--- src/rtl/lhv_pkg.sv ---
// Shared constants, types and helper functions for the local host name validator.
package lhv_pkg;

    localparam int MAX_NAME_LEN  = 253;
    localparam int MAX_LABEL_LEN = 63;

    localparam int CHAR_W   = 8;
    localparam int TOTAL_W  = 8;
    localparam int LABEL_W  = 7;
    localparam int SUFFIX_N = 6;
    localparam int TAIL_W   = SUFFIX_N * CHAR_W;

    localparam logic [CHAR_W-1:0] CHAR_NUL    = 8'h00;
    localparam logic [CHAR_W-1:0] CHAR_DOT    = 8'h2E;
    localparam logic [CHAR_W-1:0] CHAR_HYPHEN = 8'h2D;

    localparam logic [TAIL_W-1:0]  SUFFIX_LOCAL = 48'h2E6C6F63616C;
    localparam logic [TOTAL_W-1:0] TOTAL_SAT    = '1;
    localparam logic [LABEL_W-1:0] LABEL_SAT    = '1;

    typedef struct packed {
        logic              step;
        logic [CHAR_W-1:0] char_byte;
    } lhv_step_t;

    function automatic logic is_upper(input logic [CHAR_W-1:0] c);
        return (c >= 8'h41) && (c <= 8'h5A);
    endfunction

    function automatic logic is_alnum(input logic [CHAR_W-1:0] c);
        return ((c >= 8'h30) && (c <= 8'h39)) || is_upper(c) ||
               ((c >= 8'h61) && (c <= 8'h7A));
    endfunction

    function automatic logic [CHAR_W-1:0] to_lower(input logic [CHAR_W-1:0] c);
        return is_upper(c) ? (c | 8'h20) : c;
    endfunction

endpackage

--- src/rtl/lhv_if.sv ---
// Valid/ready channel interfaces for name bytes and verdicts.
interface lhv_byte_if;
    logic       valid;
    logic       ready;
    logic [7:0] char_byte;

    modport source (output valid, output char_byte, input ready);
    modport sink   (input valid, input char_byte, output ready);
endinterface

interface lhv_verdict_if;
    logic valid;
    logic ready;
    logic name_valid;

    modport source (output valid, output name_valid, input ready);
    modport sink   (input valid, input name_valid, output ready);
endinterface

--- src/rtl/lhv_scan.sv ---
// Per-name scan state: counters, label flags, tail bytes and verdict logic.
module lhv_scan
    import lhv_pkg::*;
#(
    parameter int NAME_LEN_MAX  = MAX_NAME_LEN,
    parameter int LABEL_LEN_MAX = MAX_LABEL_LEN
)
(
    input  logic      clk,
    input  logic      rst_n,
    input  lhv_step_t step_in,
    output logic      verdict
);

    logic [TOTAL_W-1:0] total_count_reg, total_count_next;
    logic [LABEL_W-1:0] label_count_reg, label_count_next;
    logic               starts_hyphen_reg, starts_hyphen_next;
    logic               prev_hyphen_reg, prev_hyphen_next;
    logic               bad_char_reg, bad_char_next;
    logic               bad_label_reg, bad_label_next;
    logic               dot_seen_reg, dot_seen_next;
    logic [TAIL_W-1:0]  tail_reg, tail_next;

    logic [CHAR_W-1:0]  c;
    logic               is_nul;
    logic               is_dot;
    logic               is_hyphen;
    logic               label_bad;
    logic               len_ok;
    logic               suffix_ok;

    assign c         = step_in.char_byte;
    assign is_nul    = (c == CHAR_NUL);
    assign is_dot    = (c == CHAR_DOT);
    assign is_hyphen = (c == CHAR_HYPHEN);

    assign label_bad = (label_count_reg == '0) ||
                       (label_count_reg > LABEL_W'(LABEL_LEN_MAX)) ||
                       starts_hyphen_reg || prev_hyphen_reg;
    assign len_ok    = (total_count_reg != '0) &&
                       (total_count_reg <= TOTAL_W'(NAME_LEN_MAX));
    assign suffix_ok = (total_count_reg > TOTAL_W'(SUFFIX_N)) &&
                       (tail_reg == SUFFIX_LOCAL);
    assign verdict   = len_ok && !bad_char_reg && !bad_label_reg && !label_bad &&
                       (!dot_seen_reg || suffix_ok);

    always_comb
    begin
        total_count_next   = total_count_reg;
        label_count_next   = label_count_reg;
        starts_hyphen_next = starts_hyphen_reg;
        prev_hyphen_next   = prev_hyphen_reg;
        bad_char_next      = bad_char_reg;
        bad_label_next     = bad_label_reg;
        dot_seen_next      = dot_seen_reg;
        tail_next          = tail_reg;
        if (step_in.step)
        begin
            if (is_nul)
            begin
                total_count_next   = '0;
                label_count_next   = '0;
                starts_hyphen_next = 1'b0;
                prev_hyphen_next   = 1'b0;
                bad_char_next      = 1'b0;
                bad_label_next     = 1'b0;
                dot_seen_next      = 1'b0;
                tail_next          = '0;
            end
            else
            begin
                if (total_count_reg != TOTAL_SAT)
                begin
                    total_count_next = total_count_reg + TOTAL_W'(1);
                end
                tail_next = {tail_reg[TAIL_W-CHAR_W-1:0], to_lower(c)};
                if (is_dot)
                begin
                    dot_seen_next      = 1'b1;
                    bad_label_next     = bad_label_reg | label_bad;
                    label_count_next   = '0;
                    starts_hyphen_next = 1'b0;
                    prev_hyphen_next   = 1'b0;
                end
                else
                begin
                    bad_char_next = bad_char_reg | !(is_alnum(c) || is_hyphen);
                    if ((label_count_reg == '0) && is_hyphen)
                    begin
                        starts_hyphen_next = 1'b1;
                    end
                    prev_hyphen_next = is_hyphen;
                    if (label_count_reg != LABEL_SAT)
                    begin
                        label_count_next = label_count_reg + LABEL_W'(1);
                    end
                end
            end
        end
    end

    always_ff @(posedge clk or negedge rst_n)
    begin
        if (!rst_n)
        begin
            total_count_reg   <= '0;
            label_count_reg   <= '0;
            starts_hyphen_reg <= 1'b0;
            prev_hyphen_reg   <= 1'b0;
            bad_char_reg      <= 1'b0;
            bad_label_reg     <= 1'b0;
            dot_seen_reg      <= 1'b0;
            tail_reg          <= '0;
        end
        else
        begin
            total_count_reg   <= total_count_next;
            label_count_reg   <= label_count_next;
            starts_hyphen_reg <= starts_hyphen_next;
            prev_hyphen_reg   <= prev_hyphen_next;
            bad_char_reg      <= bad_char_next;
            bad_label_reg     <= bad_label_next;
            dot_seen_reg      <= dot_seen_next;
            tail_reg          <= tail_next;
        end
    end

    a_clear_after_nul: assert property (@(posedge clk) disable iff (!rst_n)
        (step_in.step && is_nul) |=>
            (total_count_reg == '0) && (label_count_reg == '0) && !dot_seen_reg)
        else $error("scan state not cleared after end of name");

    a_label_flags_reset_on_dot: assert property (@(posedge clk) disable iff (!rst_n)
        (step_in.step && is_dot) |=>
            (label_count_reg == '0) && !starts_hyphen_reg && !prev_hyphen_reg)
        else $error("label state not cleared at dot");

endmodule

--- src/rtl/local_hostname_validator.sv ---
// Top level of the local host name validator: input word register, scan, verdict register.
//
//   channel      dir  payload          width
//   char_chan    in   char_byte        8
//   verdict_chan out  name_valid       1
//
// One word per cycle while no zero word waits on a stalled verdict; a verdict is
// registered once its zero word leaves the input word register. rst_n clears all scan state
// and both valid flags.
// A stalled verdict holds only zero words; other words keep flowing into the
// scan state while the verdict waits.
module local_hostname_validator
    import lhv_pkg::*;
#(
    parameter int NAME_LEN_MAX  = MAX_NAME_LEN,
    parameter int LABEL_LEN_MAX = MAX_LABEL_LEN
)
(
    input  logic          clk,
    input  logic          rst_n,
    lhv_byte_if.sink      char_chan,
    lhv_verdict_if.source verdict_chan
);

    logic              in_vld_reg;
    logic [CHAR_W-1:0] in_byte_reg;
    logic              out_vld_reg, out_vld_next;
    logic              out_bit_reg;
    logic              advance;
    logic              end_word;
    logic              verdict;
    lhv_step_t         step;

    assign end_word = (in_byte_reg == CHAR_NUL);
    assign advance  = in_vld_reg && (!end_word || !out_vld_reg || verdict_chan.ready);

    assign char_chan.ready         = !in_vld_reg || advance;
    assign verdict_chan.valid      = out_vld_reg;
    assign verdict_chan.name_valid = out_bit_reg;

    assign step.step      = advance;
    assign step.char_byte = in_byte_reg;

    lhv_scan #(
        .NAME_LEN_MAX  (NAME_LEN_MAX),
        .LABEL_LEN_MAX (LABEL_LEN_MAX)
    ) u_scan (
        .clk     (clk),
        .rst_n   (rst_n),
        .step_in (step),
        .verdict (verdict)
    );

    always_comb
    begin
        out_vld_next = out_vld_reg && !verdict_chan.ready;
        if (advance && end_word)
        begin
            out_vld_next = 1'b1;
        end
    end

    always_ff @(posedge clk or negedge rst_n)
    begin
        if (!rst_n)
        begin
            in_vld_reg  <= 1'b0;
            out_vld_reg <= 1'b0;
        end
        else
        begin
            if (char_chan.ready)
            begin
                in_vld_reg <= char_chan.valid;
            end
            out_vld_reg <= out_vld_next;
        end
    end

    always_ff @(posedge clk)
    begin
        if (char_chan.valid && char_chan.ready)
        begin
            in_byte_reg <= char_chan.char_byte;
        end
        if (advance && end_word)
        begin
            out_bit_reg <= verdict;
        end
    end

    a_held_word: assert property (@(posedge clk) disable iff (!rst_n)
        (in_vld_reg && !advance) |=> (in_vld_reg && $stable(in_byte_reg)))
        else $error("input word lost while stalled");

    a_end_gives_verdict: assert property (@(posedge clk) disable iff (!rst_n)
        (advance && end_word) |=> out_vld_reg)
        else $error("end of name did not produce a verdict");

    a_no_spurious_verdict: assert property (@(posedge clk) disable iff (!rst_n)
        (!out_vld_reg && !(advance && end_word)) |=> !out_vld_reg)
        else $error("verdict without end of name");

    a_stall_only_on_end: assert property (@(posedge clk) disable iff (!rst_n)
        (in_vld_reg && !advance) |-> (end_word && out_vld_reg))
        else $error("non-terminating word stalled");

endmodule
--- src/flat_wrapper.sv ---
// flat-port wrapper written by rule: the top's interface ports become plain ports
module local_hostname_validator_flat import lhv_pkg::*;
#(
    parameter int NAME_LEN_MAX  = MAX_NAME_LEN,
    parameter int LABEL_LEN_MAX = MAX_LABEL_LEN
)
  (clk, rst_n, char_chan_valid, char_chan_char_byte, char_chan_ready, verdict_chan_valid, verdict_chan_name_valid, verdict_chan_ready);
  lhv_byte_if char_chan_i ();
  lhv_verdict_if verdict_chan_i ();
  input  logic clk;
  input  logic rst_n;
  input wire logic [$bits(char_chan_i.valid)-1:0] char_chan_valid;
  input wire logic [$bits(char_chan_i.char_byte)-1:0] char_chan_char_byte;
  output wire logic [$bits(char_chan_i.ready)-1:0] char_chan_ready;
  output wire logic [$bits(verdict_chan_i.valid)-1:0] verdict_chan_valid;
  output wire logic [$bits(verdict_chan_i.name_valid)-1:0] verdict_chan_name_valid;
  input wire logic [$bits(verdict_chan_i.ready)-1:0] verdict_chan_ready;
  assign char_chan_i.valid = char_chan_valid;
  assign char_chan_i.char_byte = char_chan_char_byte;
  assign char_chan_ready = char_chan_i.ready;
  assign verdict_chan_valid = verdict_chan_i.valid;
  assign verdict_chan_name_valid = verdict_chan_i.name_valid;
  assign verdict_chan_i.ready = verdict_chan_ready;
  local_hostname_validator #(.NAME_LEN_MAX(NAME_LEN_MAX), .LABEL_LEN_MAX(LABEL_LEN_MAX)) u_core (.clk(clk), .rst_n(rst_n), .char_chan(char_chan_i), .verdict_chan(verdict_chan_i));
endmodule
--- config.mk ---
export PLATFORM = sky130hd
export DESIGN_NAME = local_hostname_validator_flat
export DESIGN_NICKNAME = d
export VERILOG_FILES = /design/src/rtl/lhv_pkg.sv /design/src/rtl/lhv_if.sv /design/src/rtl/lhv_scan.sv /design/src/rtl/local_hostname_validator.sv /design/src/flat_wrapper.sv
export SDC_FILE = /design/constraint.sdc
export NUM_CORES = 1
export LEC_CHECK = 0
export BUFFER_PORTS_ARGS = -buffer_cell sky130_fd_sc_hd__buf_2
export CORE_ASPECT_RATIO = 0.9
export CORE_MARGIN = 4
export CORE_UTILIZATION = 50
export CTS_BUF_LIST = sky130_fd_sc_hd__clkbuf_4
export DETAILED_ROUTE_END_ITERATION = 10
export PLACE_DENSITY_LB_ADDON = 0.1
export SYNTH_ARGS = -nofsm -noshare
export SYNTH_HDL_FRONTEND = slang
export SYNTH_SLANG_ARGS = --single-unit
--- constraint.sdc ---
create_clock -name clk -period 4.1 [get_ports clk]
set_clock_uncertainty 0.1 [all_clocks]
set_input_delay 0.82 -clock clk [delete_from_list [all_inputs] [get_ports clk]]
set_output_delay 0.82 -clock clk [all_outputs]
set_load 0.005 [all_outputs]
==> impl_metrics.toml, run 1 <==
[global_routing]
overflow = 0
antenna_found_initial = 0
grt_pass1_wl_microns = 11800
grt.total_usage_pct = 18.7
grt_pass1_vias = 2251
grt_max_degree = 55

[detailed_routing]
drt_iter0_markers = 192
drt_wl_total_microns = 7100
dr.pass1.iters = 4
drc = 0
avgRoutedWirePerCell_microns = 17.3
avgViaCountPerCell = 5.92
num_vias = 2432
drt.antenna.violating_nets = 0

[synth]
synth_cell_type_count = 49
avgSynthCellArea_sq_um = 11.5
ys.flop_type = "dfrtp_1"
synthArstFlopShare_pct = 88.6
synth_top_area_share_pct = 50.6
yosys_warnings = 0
synthTopCellsByArea = "dfrtp_1 (51%), a22o_1 (10%), edfxtp_1 (7.8%), nand2_1 (3.4%), ha_1 (2.2%)"
synth_nets = 319
ys_ff_latch = 79
synth_edf_count = 9
yosysSeqAreaShare_pct = 58.4
synth_cells = 301
syn-cell-area_sq_um = 3460
synth.largest_area_cell = "dfrtp_1"

[sta]
setup_tns_ns = 0
slew_viol_final = 0
grt_setup_unrepaired = "false"
period_share_pct = 76.0
timing.fmax_mhz = 321
setup_violations = 0
worst_slew_pin_slew_ns = 1.02
relSlewSlack_pct = 32.0
hold_violations = 0
layout_min_cycle_time_ns = 3.11

[placed_design]
gp_congestion = 0.835
place_inst = 395
io_buffers = 14
hpwl_microns = 4820

[clocking]
cts_buffers = 9
cts_tree = "built"
cts_hold_buf = 0
cts_root_buf = "clkbuf_4"
cts_max_path_buffers = 2
cts_sinks = 79
cts_setup_buffers = 0
clkLatencyLatePin_ns = 0.42
path_clk_slew_ns = 0.13
post_cts_resize_count = 0
htreeDepth = 3

[floorplan]
start_util_pct = 52.0
num_rows = 28
die-height_microns = 86.9
ios = 15
fp.coreArea_sq_um = 6660
dieArea_sq_um = 8320
chipWidth_microns = 95.7

[power_and_ir_drop]
powerDensity_nw_per_um2 = 499
cellLeakagePower_nw = 1.68
max-vdd-ir-drop_mv = 0.275

[cells_and_area]
largest_reg_flops = 48
drive_above_1_share_pct = 11.8
final_nets = 334
antenna_cells = 0
syn2layout_area_growth_pct = 8.71
stdcell_count = 411

[worst_setup_path]
crit_chain = "or4_1 > nor2_2 > nand3_1 > buf_2"
worst_setup_path_start_kind = "flop"
crit_fanout = 6
critPathBufInv = 1
required_ns = 3.18
crit_slowest_cell = "or4_1"
setup.worst_path.class = "reg -> out"
end_kind = "output port"
path_delay_family = "simple AND/OR/NAND/NOR gates"
cpPeakStageDelay_ns = 0.62
worstPathArrival_ns = 2.19

[run_status]
status = "completed"

[min_path]
holdCritPathClass = "in -> async"

[flow_run]
cap_violations = 0
[cells by family after synthesis]
family	Yosys count	share of synthesized area, %
compound gates	79	17.6
xor+xnor	3	0.759
fa+ha+maj	6	2.17
buf+inv	24	3.04
flops	79	58.4
simple gates	110	18.0
[worst paths after layout]
kind                                                           endpoint  depth (start not counted)  slack (ns)                                    from
setup / recovery                                        char_chan_ready                          4        0.99         u_core.in_byte_reg[7]$_DFFE_PP_
hold / removal                   u_core.u_scan.tail_reg[45]$_DFFE_PN0P_                          1        0.23                                   rst_n
setup reg to reg           u_core.u_scan.total_count_reg[5]$_DFFE_PN0P_                          5        1.24         u_core.in_byte_reg[1]$_DFFE_PP_
hold reg to reg                  u_core.u_scan.tail_reg[40]$_DFFE_PN0P_                          1        0.41  u_core.u_scan.tail_reg[40]$_DFFE_PN0P_
max in group asynchronous         u_core.u_scan.tail_reg[4]$_DFFE_PN0P_                          2        2.66                                   rst_n
min in group clk                 u_core.u_scan.tail_reg[40]$_DFFE_PN0P_                          1        0.41  u_core.u_scan.tail_reg[40]$_DFFE_PN0P_
[cell usage in the layout, fill, tap and decap left out, drive strengths merged, types with 4 or more instances in the layout]
cell type and count:
inv 13, or4 8, nand2 31, nor3 8
a22o 41, nor4 4, dfrtp 70, ha 6
edfxtp 9, clkbuf 10, nand3 7, nand4 6
o21ai 12, buf 17, nor4b 8, a21oi 8
nor2 14
[layer usage]
layer | global-route usage [%] | share of wire [%]
met1 | 29.1 | 51
met5 | 0 | 0
met2 | 25.1 | 44
met4 | 5.17 | 0.44
met3 | 5.62 | 4.6
[where the power goes]
| group | internal, mW | leakage (nW) | switching [mW] |
|---|---|---|---|
| Sequential | 0.922 | 0.969 | 0.148 |
| Combinational | 0.143 | 0.622 | 0.143 |
| Clock | 0.253 | 0.0864 | 0.268 |
[Yosys cell counts, types with 2 or more instances]
cell and n:
nor2_1 13, inv_1 11, ha_1 6, dfrtp_1 70, a41oi_1 2, and3_1 3, nand2_1 31, nor3_1 8
nor4_1 4, xor2_1 3, o31ai_1 3, or4_1 7, nor4bb_1 2, edfxtp_1 9, nand4b_1 3, a22o_1 41
or3_1 3, nor2b_1 2, and4b_1 2, clkbuf_1 11, nor4b_1 8, buf_6 2, nand3_1 7, o21ai_0 10
nand2b_1 3, nand4_1 6, a21oi_1 8, and2_1 2
[worst register-to-register path, stage by stage (launching register included)]
cell      delay [ns]
edfxtp_1        0.54
nor4_1          0.15
a31oi_1         0.79
o21ai_1         0.48
or4_1           0.59
a21oi_1         0.15
[metrics by stage]
step                util, %  cell area (sq um)  setup WS, ns  power [mW]  hold slack, ns
finish                 56.5               3760         0.986        1.88           0.228
global route           56.5               3760         0.885        1.99           0.217
CTS                    56.5               3760         0.971        1.89           0.217
detailed placement     54.2               3610          1.01        1.37           0.378
global placement       54.2               3610          1.09        1.36           0.376
floorplan                 -               3460          1.83        1.26           0.351
[layout make-up]
class                           instances  area, sq um
Tap cell                               90          113
Sequential cell                        79         2020
Multi-Input combinational cell        198         1340
Fill cell                             593         2890
Clock buffer                           10         75.1
Clock inverter                          6         82.6
Inverter                               11         41.3
Timing Repair Buffer                   17         92.6
Note: power is estimated with default switching activity, not from simulation.
==> run 2: changes to the inputs <==
==> constraint.sdc (replaced) <==
create_clock -name clk -period 2.83 [get_ports clk]
set_clock_uncertainty 0.1 [all_clocks]
set_input_delay 0.566 -clock clk [delete_from_list [all_inputs] [get_ports clk]]
set_output_delay 0.566 -clock clk [all_outputs]
set_load 0.005 [all_outputs]
==> run 2 against run 1 <==
  * Combinational power rose by 51%
  * Cell count rose by 1.2%
  * Wire length rose by 1.8%
  * Clock power rose by 61%
  * First-iteration DRC count fell by 39%
  * Critical path type unchanged
  * Critical endpoint unchanged
==> impl_metrics.toml, run 2 (synthesized netlist as in run 1, its figures left out) <==
[global_routing]
grt_max_degree = 71
gr-max-usage-layer = "met2"
grt_pass1_wl_microns = 12400
overflow = 0
gr-usage-met3_pct = 6.22
met1_usage_pct = 28.3
grt.total_usage_pct = 19.8
grt_pass1_vias = 2392
gr-usage-met2_pct = 28.7
antenna_found_initial = 0

[sta]
slew_viol_final = 0
setup_violations = 0
relSlewSlack_pct = 56.0
grt_setup_unrepaired = "false"
setup_tns_ns = 0
period_share_pct = 94.7
hold_violations = 0
layout_min_cycle_time_ns = 2.68
timing.fmax_mhz = 373
worst_slew_pin_slew_ns = 0.656

[clocking]
path_clk_slew_ns = 0.12
cts_root_buf = "clkbuf_4"
cts_buffers = 9
cts_max_path_buffers = 2
cts_sinks = 79
cts_tree = "built"
clkLatencyLatePin_ns = 0.42
htreeDepth = 3

[flow_run]
cap_violations = 0

[detailed_routing]
drc = 0
num_vias = 2470
avgViaCountPerCell = 5.94
drt_wl_total_microns = 7230
drt_iter0_markers = 118
drt.antenna.violating_nets = 0
avgRoutedWirePerCell_microns = 17.4
dr.pass1.iters = 4

[cells_and_area]
drive_above_1_share_pct = 13.5
fin_util_pct = 58.0
nFillCells = 561
antenna_cells = 0
syn2layout_area_growth_pct = 11.4
largest_reg_flops = 48
layout_commonest_cell = "dfrtp_1"
final_nets = 339
layout_common_cells = "dfrtp_1 (70), a22o_1 (41), nand2_1 (31)"

[power_and_ir_drop]
powerDensity_nw_per_um2 = 729
cellLeakagePower_nw = 1.72
max-vdd-ir-drop_mv = 0.397

[floorplan]
chipWidth_microns = 95.7
fp.coreArea_sq_um = 6660
num_rows = 28
start_util_pct = 52.0
dieArea_sq_um = 8320
ios = 15
die-height_microns = 86.9

[run_status]
status = "completed"

[worst_setup_path]
crit_fanout = 6
required_ns = 2.16
setup.worst_path.class = "reg -> out"
worst_setup_path_start_kind = "flop"
end_kind = "output port"
worstPathArrival_ns = 2.01

[min_path]
holdCritPathClass = "in -> async"

[placed_design]
gp_congestion = 0.899
hpwl_microns = 4840
io_buffers = 14
## run 2: cell count changes in the layout (fill, tap and decap cells not counted)
cell       previous run  this run
bufinv_16             2         3
clkbuf_4             10        12
buf_4                 3         6
nor2_4                0         1
clkinv_1              2         1
inv_6                 1         0
inv_4                 1         0
buf_12                0         2
nor2_2                2         1
## run 2: where the power goes
group / total, mW / switching, mW / internal (mW)
sequential: 1.55 / 0.209 / 1.34
clock: 0.837 / 0.362 / 0.476
combinational: 0.431 / 0.215 / 0.216
total: 2.81 / 0.786 / 2.03
## run 2: worst paths after layout
| check | depth (start not counted) | start | slack (ns) | end |
|---|---|---|---|---|
| worst max-delay path | 4 | u_core.in_byte_reg[7]$_DFFE_PP_ | 0.15 | char_chan_ready |
| worst min-delay path | 2 | rst_n | 0.04 | u_core.u_scan.total_count_reg[5]$_DFFE_PN0P_ |
| worst max register to register | 5 | u_core.in_byte_reg[7]$_DFFE_PP_ | 0.51 | u_core.u_scan.total_count_reg[5]$_DFFE_PN0P_ |
| worst min register to register | 1 | u_core.u_scan.tail_reg[40]$_DFFE_PN0P_ | 0.41 | u_core.u_scan.tail_reg[40]$_DFFE_PN0P_ |
| max in group asynchronous | 2 | rst_n | 2.28 | u_core.u_scan.tail_reg[38]$_DFFE_PN0P_ |
| min in group clk | 1 | char_chan_char_byte[7] | 0.21 | u_core.in_byte_reg[7]$_DFFE_PP_ |
## run 2: repair_timing
action,in CTS,in global routing
hold buffers,0,0
pin swaps,0,1
endpoints found under the setup margin,1,1
setup buffers,0,3
gates resized for setup,1,0
## run 2: critical path: stages, from the launching register on
cell and delay, ns:
edfxtp_1 0.46, or4_1 0.63, nor2_4 0.21, nand3_1 0.13
buf_2 0.16
## run 2: per-stage QoR
stage | cells | cell area [sq um] | power, mW | hold slack (ns) | setup slack, ns
6_report | 416 | 3860 | 2.81 | 0.0362 | 0.151
5_1_grt | 416 | 3860 | 2.99 | 0.0324 | 0.00270
4_1_cts | 413 | 3830 | 2.84 | 0.0444 | 0.0906
3_5_place_dp | 397 | 3650 | 1.99 | 0.383 | 0.490
3_3_place_gp | 397 | 3650 | 1.98 | 0.377 | 0.538
2_1_floorplan | 301 | 3460 | 1.83 | 0.170 | 0.813
## run 2: cell type report
type | count | area (sq um) | area share, %
well taps | 90 | 113 | 2.92
clock inverters | 4 | 93.8 | 2.43
multi-input cells | 198 | 1340 | 34.8
flip-flops and latches | 79 | 2020 | 52.4
inverters | 11 | 41.3 | 1.07
clock buffers | 12 | 90.1 | 2.34
repair buffers | 22 | 155 | 4.02
## run 2: metal layers
metal | wire [microns] | share of wire, % | vias to the layer above
met2 | 3360 | 46 | 42
met3 | 289 | 4.0 | 10
met5 | 0 | 0 | -
met4 | 86 | 1.2 | 0
met1 | 3500 | 48 | 1233
li1 | - | - | 1185
